### config.mk
export PLATFORM = sky130hd
export DESIGN_NAME = ltpe_fifo
export DESIGN_NICKNAME = d
export VERILOG_FILES = /design/src/hw/rtl/ltpe_fifo.sv
export SDC_FILE = /design/constraint.sdc
export NUM_CORES = 1
export LEC_CHECK = 0
export CAP_MARGIN = 10
export CORE_MARGIN = 5
export CORE_UTILIZATION = 30
export DETAILED_ROUTE_END_ITERATION = 8
export DONT_BUFFER_PORTS = 1
export PLACE_DENSITY = 0.44
export SLEW_MARGIN = 25
export SYNTH_ARGS = -nofsm -noshare
export SYNTH_HDL_FRONTEND = slang
export SYNTH_SLANG_ARGS = --single-unit
### constraint.sdc
create_clock -name clock -period 2.84 [get_ports clock]
set_input_delay 0.142 -clock clock [delete_from_list [all_inputs] [get_ports clock]]
set_output_delay 0.142 -clock clock [all_outputs]
set_load 0.1 [all_outputs]
### src/hw/rtl/ltpe_fifo.sv
// ----------------------------------------------------------------------------
// ltpe_fifo
// small first-in first-out queue of words with full and empty flags
// ----------------------------------------------------------------------------
module ltpe_fifo #(
   parameter int WIDTH = 8,
   parameter int DEPTH = 2
) (
   input  logic             clock,
   input  logic             reset,
   input  logic             push,
   input  logic [WIDTH-1:0] push_data,
   output logic             full,
   input  logic             pop,
   output logic [WIDTH-1:0] pop_data,
   output logic             empty
);

   localparam int PW = (DEPTH > 2) ? $clog2(DEPTH) : 1;
   localparam int CW = $clog2(DEPTH + 1);

   logic [WIDTH-1:0] slot_ff [DEPTH];
   logic [PW-1:0]    wr_ptr_ff, wr_ptr_in;
   logic [PW-1:0]    rd_ptr_ff, rd_ptr_in;
   logic [CW-1:0]    count_ff, count_in;
   logic             do_push, do_pop;

   assign full     = (count_ff == CW'(DEPTH));
   assign empty    = (count_ff == '0);
   assign do_push  = push && !full;
   assign do_pop   = pop && !empty;
   assign pop_data = slot_ff[rd_ptr_ff];

   always_comb begin
      wr_ptr_in = wr_ptr_ff;
      rd_ptr_in = rd_ptr_ff;
      count_in  = count_ff;
      if (do_push) begin
         wr_ptr_in = (wr_ptr_ff == PW'(DEPTH - 1)) ? '0 : wr_ptr_ff + 1'b1;
      end
      if (do_pop) begin
         rd_ptr_in = (rd_ptr_ff == PW'(DEPTH - 1)) ? '0 : rd_ptr_ff + 1'b1;
      end
      if (do_push && !do_pop) begin
         count_in = count_ff + 1'b1;
      end else if (do_pop && !do_push) begin
         count_in = count_ff - 1'b1;
      end
   end

   always_ff @(posedge clock) begin
      if (reset) begin
         wr_ptr_ff <= '0;
         rd_ptr_ff <= '0;
         count_ff  <= '0;
      end else begin
         wr_ptr_ff <= wr_ptr_in;
         rd_ptr_ff <= rd_ptr_in;
         count_ff  <= count_in;
      end
   end

   always_ff @(posedge clock) begin
      if (do_push) begin
         slot_ff[wr_ptr_ff] <= push_data;
      end
   end

endmodule

==> flow_summary_export.csv, run 1 <==
group,metric,value,unit
run_status,outcome,"finished, final reports clean",
cells_and_area,antenna-diode-count,0,
timing,finalCritPeriodShare,65.2,%
grt,grt_max_degree,12,
synthesis,yosysMostFrequentCell,"edfxtp_1",
critical_path,arrival,2.08,ns
clock_network,clock-root-buffer,"clkbuf_4",
clock_network,postCtsSetupBuffers,0,
timing,finalSetupTns,0,ns
synthesis,synth_area_leaders,"edfxtp_1 61%, dfxtp_1 13%, mux2_2 11%",
critical_path,reg2reg_from,"count_ff[1]",
critical_path,reg2reg_depth,6,
cells_and_area,finalNonFillerCells,93,
cells_and_area,nets,77,
placement,place_congestion,0.701,
timing,period_needed,1.85,ns
clock_network,cts_tree,"built",
cells_and_area,drive_above_1_share,22.2,%
clock_network,clock_latency,0.29,ns
job,max_cap_viol_count,0,
min_path,hp-start,"push",
clock_network,path_clk_slew,0.11,ns
drt,drc_errors,0,
timing,worstMarginPinSlew,1.05,ns
critical_path,crit_type,"register to register",
placement,portBuffers,0,
drt,routedWlPerCell,14.3,µm
critical_path,r2r_end,"count_ff[1]",
drt,dr.first_iter.drc_count,3,
die,die-area,3770,µm²
die,start_util,31.7,%
synthesis,ys_warn_count,0,
timing,slew_headroom,29.7,%
synthesis,synth-seq-cells,21,
synthesis,synthTopCellsByCount,"16 x edfxtp_1, 8 x mux2_2, 5 x dfxtp_1, 5 x nor2_1",
synthesis,synthesis.area,793,µm²
cells_and_area,n_fill_cell,229,
timing,drv_slew,0,
synthesis,syn_area_per_cell,15.9,µm²
die,dieHeight,61.4,µm
timing,grt_setup_unrepaired,"no",
clock_network,cts.path.max_buffers,2,
grt,grt_overflow,0,
min_path,hold_path.class,"input port to register",
clock_network,cts_sinks,21,
synthesis,synth_top_area_cell,"edfxtp_1",
clock_network,cts_buffers,3,
timing,final-hold-violation-count,0,
drt,vias,420,
cells_and_area,syn2layout_area_growth,20.0,%
grt,track_usage,7.87,%
synthesis,synthFlopType,"edfxtp_1",
timing,setup_violations,0,
drt,first_pass_iters,3,
grt,antenna_found_initial,0,
synthesis,synthArstFlopShare,0,%
die,die_x,61.4,µm
synthesis,synth_nets,63,
timing,max_freq,540,MHz
critical_path,r2r_setup_slack,0.99,ns
drt,ant_nets,0,
placement,hpwl,905,µm
grt,grt_pass1_vias,449,
placement,placedCellCount,80,
cells_and_area,post-route-util,38.1,%
grt,grt_pass1_wl,2050,µm
drt,avgViaCountPerCell,4.52,
die,rows,18,
min_path,whs_endpoint,"wr_ptr_ff",
drt,wl,1330,µm
min_path,whs_path_depth,3,
critical_path,critical_path.max_fanout,5,
synthesis,synth.distinct_cells,13,
timing,fin_skew,0.00504,ns
clock_network,htree_levels,1,
die,num_io_pins,22,
clock_network,cts_resized,0,
synthesis,synth.yosys.seq_area_share,73.2,%
die,core_area,2500,µm²
synthesis,synth_edf_count,16,
synthesis,synth_cells,50,
synthesis,synth_top_cell_area_share,60.6,%
critical_path,cp.required,3.07,ns
critical_path,startpoint_type,"register",
critical_path,end_kind,"register",
[worst max-delay path, stage by stage (launching register included)]
cell and delay, ns:
dfxtp_1 0.40, nor2b_2 0.16, buf_4 0.30, nor2_1 0.09, ha_1 0.32, or3_1 0.37
a21oi_1 0.15
[worst max path at each step]
stage | start | slack, ns | depth (start not counted) | end
after floorplan | count_ff[1] | 0.60 | 5 | count_ff[1]
after global placement | count_ff[1] | 1.03 | 6 | count_ff[1]
after detailed placement | count_ff[1] | 1.02 | 6 | count_ff[1]
after CTS | count_ff[1] | 0.98 | 6 | count_ff[1]
after global routing | count_ff[1] | 0.85 | 6 | count_ff[1]
final | count_ff[1] | 0.99 | 6 | count_ff[1]
[stage by stage]
stage / hold slack, ns / setup slack [ns] / instance area [µm²]
final: 0.126 / 0.990 / 952
after global routing: 0.134 / 0.848 / 952
after CTS: 0.115 / 0.976 / 952
after detailed placement: 0.215 / 1.02 / 836
after global placement: 0.213 / 1.03 / 836
after floorplan: 0.211 / 0.605 / 793
[final cells by class]
type | count | area [µm²] | area share, %
clock buffers | 4 | 26.3 | 2.76
well taps | 30 | 37.5 | 3.94
repair buffers | 10 | 97.6 | 10.2
flip-flops and latches | 21 | 581 | 61.0
inverters | 2 | 7.51 | 0.788
multi-input cells | 26 | 203 | 21.3
[cell usage in the layout (no fill, tap or decap)]
cell / count
edfxtp_1: 16
dlygate4sd3_1: 9
mux2_2: 8
dfxtp_1: 5
nor2_1: 4
o21ai_0: 3
xor2_1: 3
clkbuf_4: 3
inv_1: 2
or3_1: 2
a21oi_1: 2
nor2_2: 1
nor2b_2: 1
and2_1: 1
ha_1: 1
clkbuf_1: 1
buf_4: 1
[registers in the layout, summed over array words and instances, names as in the netlist, named ones only]
name       flops
rd_ptr_ff      1
count_ff       2
slot_ff       16
wr_ptr_ff      1
[metal layers]
| layer | up-vias | track usage [%] | share of wire [%] |
|---|---|---|---|
| met2 | 13 | 11.3 | 46 |
| met4 | 0 | 4.55 | 0.97 |
| met1 | 200 | 9.86 | 44 |
| met3 | 2 | 3.35 | 9.3 |
| li1 | 205 | - | - |
| met5 | - | 0 | 0 |
[timing repair]
| action | 4_1_cts | 5_1_grt |
|---|---|---|
| hold buffers | 9 | 0 |
| hold endpoints to repair | 21 | 0 |
| endpoints found under the setup margin | 0 | 0 |
[cell families (layout without fill, tap and decap cells)]
kind of cell             after synthesis  after routing  synth area share, %
XOR/XNOR                               3              3                 3.31
multiplexers                           8              8                 11.4
flip-flops                            21             21                 73.2
buffers and inverters                  3             16                 1.58
adder cells (fa/ha/maj)                1              1                 1.58
AND/OR/NAND/NOR                        9              9                 5.84
AO/OA/AOI/OAI                          5              5                 3.15
Power of run 1 is not shown: default switching activity piles up to over one toggle a cycle in this logic, so the estimate is an artifact.
==> run 2, diff against run 1 <==
- PLACE_DENSITY: 0.44 -> 0.45
- clock period: 2.84 -> 1.66 ns (I/O delays scaled with it)
==> run 2 against run 1 <==
  * Worst setup slack got worse by 0.87 ns
  * Global-route usage increased by 0.090 points
  * Final cell count increased by 5.4%
  * Highest routed layer is now met3
==> flow_summary_export.csv, run 2 (synthesized netlist as in run 1, its figures left out) <==
group,metric,value,unit
run_status,outcome,"finished, final reports clean",
job,max_cap_viol_count,0,
drt,avgViaCountPerCell,4.49,
cells_and_area,largest_register_ffs,16,
die,core_area,2500,µm²
drt,routedWlPerCell,13.4,µm
timing,drv_slew,0,
clock_network,path_clk_slew,0.11,ns
critical_path,end_kind,"output pin",
grt,antenna_found_initial,0,
timing,layout_setup_ws,0.116,ns
drt,wl,1310,µm
critical_path,cp.required,1.58,ns
timing,final-hold-violation-count,0,
cells_and_area,antenna-diode-count,0,
grt,grt_overflow,0,
cells_and_area,drive_above_1_share,30.9,%
clock_network,postCtsSetupBuffers,0,
timing,finalCritPeriodShare,93.0,%
clock_network,cts_buffers,3,
clock_network,htree_levels,1,
die,rows,18,
critical_path,critical_path.max_fanout,8,
min_path,hold_path.class,"input port to register",
placement,portBuffers,0,
grt,grt_pass1_wl,2090,µm
timing,period_needed,1.54,ns
clock_network,cts_tree,"built",
drt,ant_nets,0,
cells_and_area,regMostFlops,"slot_ff",
grt,track_usage,7.96,%
die,dieHeight,61.4,µm
critical_path,worst_path_largest_cell_delay,0.61,ns
clock_network,cts_hold_buf,9,
critical_path,path_cells,"mux2_2",
cells_and_area,syn2layout_area_growth,25.7,%
critical_path,slowest_stage,"mux2_2",
clock_network,cts_sinks,21,
drt,drc_errors,0,
timing,max_freq,648,MHz
drt,dr.first_iter.drc_count,4,
timing,slew_headroom,64.9,%
timing,grt_setup_unrepaired,"no",
critical_path,critPathBufInv,0,
critical_path,crit_type,"register to output pin",
timing,fin_skew,0.00872,ns
clock_network,clock_latency,0.29,ns
cells_and_area,finalNonFillerCells,98,
critical_path,startpoint_type,"register",
cells_and_area,nets,82,
placement,hpwl,971,µm
placement,placedCellCount,85,
drt,vias,440,
die,die_x,61.4,µm
clock_network,clock-root-buffer,"clkbuf_4",
clock_network,cts.path.max_buffers,2,
cells_and_area,top_regs,"slot_ff (16), count_ff (2)",
cells_and_area,final_common_cell,"edfxtp_1",
die,start_util,31.7,%
timing,worstMarginPinSlew,0.529,ns
grt,grt_max_degree,12,
die,num_io_pins,22,
placement,place_congestion,0.616,
timing,setup_violations,0,
critical_path,arrival,1.46,ns
cells_and_area,final_cell_mix,"16 x edfxtp_1, 9 x dlygate4sd3_1, 8 x mux2_2",
critical_path,critical_path.top_delay_family,"multiplexers",
clock_network,cts_resized,0,
grt,grt_pass1_vias,459,
die,die-area,3770,µm²
drt,first_pass_iters,2,
placement,post-place-ws,0.193,ns
-- run 2: cell types whose count changed in the layout (fill, tap and decap cells not counted) --
cell | before | now
nor2b_4 | 0 | 1
dfxtp_1 | 5 | 3
nor2b_2 | 1 | 0
buf_4 | 1 | 6
dfxtp_2 | 0 | 2
-- run 2: tightest hold or removal path, delay by kind of cell --
kind / cells / cell delay (ns)
compound gates: 1 / 0.06
buf+inv: 1 / 0.05
simple gates: 1 / 0.12
-- run 2: metal layers --
| layer | up-vias | GRT usage [%] | wire length, µm |
|---|---|---|---|
| met2 | 13 | 11.9 | 622 |
| met3 | 0 | 4.40 | 117 |
| met5 | - | 0 | 0 |
| li1 | 218 | - | - |
| met4 | 0 | 2.73 | 0 |
| met1 | 209 | 9.74 | 573 |
-- run 2: layout make-up --
type                    instances  area (µm²)
multi-input cells              26         208
clock buffers                   4        26.3
well taps                      30        37.5
flip-flops and latches         21         583
repair buffers                 15         135
fillers                       239        1500
inverters                       2        7.51
-- run 2: worst paths after layout --
check         startpoint     endpoint  slack (ns)  cells past startpoint
max             register  pop_data[2]        0.12                      1
min                 push    wr_ptr_ff        0.07                      3
max reg2reg  count_ff[0]  count_ff[1]        0.17                      4
min reg2reg    wr_ptr_ff    wr_ptr_ff        0.50                      2
-- run 2: stage by stage --
step           setup TNS (ns)  util, %  hold WS [ns]  instance area, µm²
2_1_floorplan          -0.244        -         0.145                 801
4_1_cts                     0     39.9        0.0661                 997
5_1_grt                     0     39.9        0.0643                 997
3_3_place_gp                0     35.2         0.147                 881
3_5_place_dp                0     35.2         0.152                 881
6_report                    0     39.9        0.0735                 997
Power of run 2 is left out for the same reason.
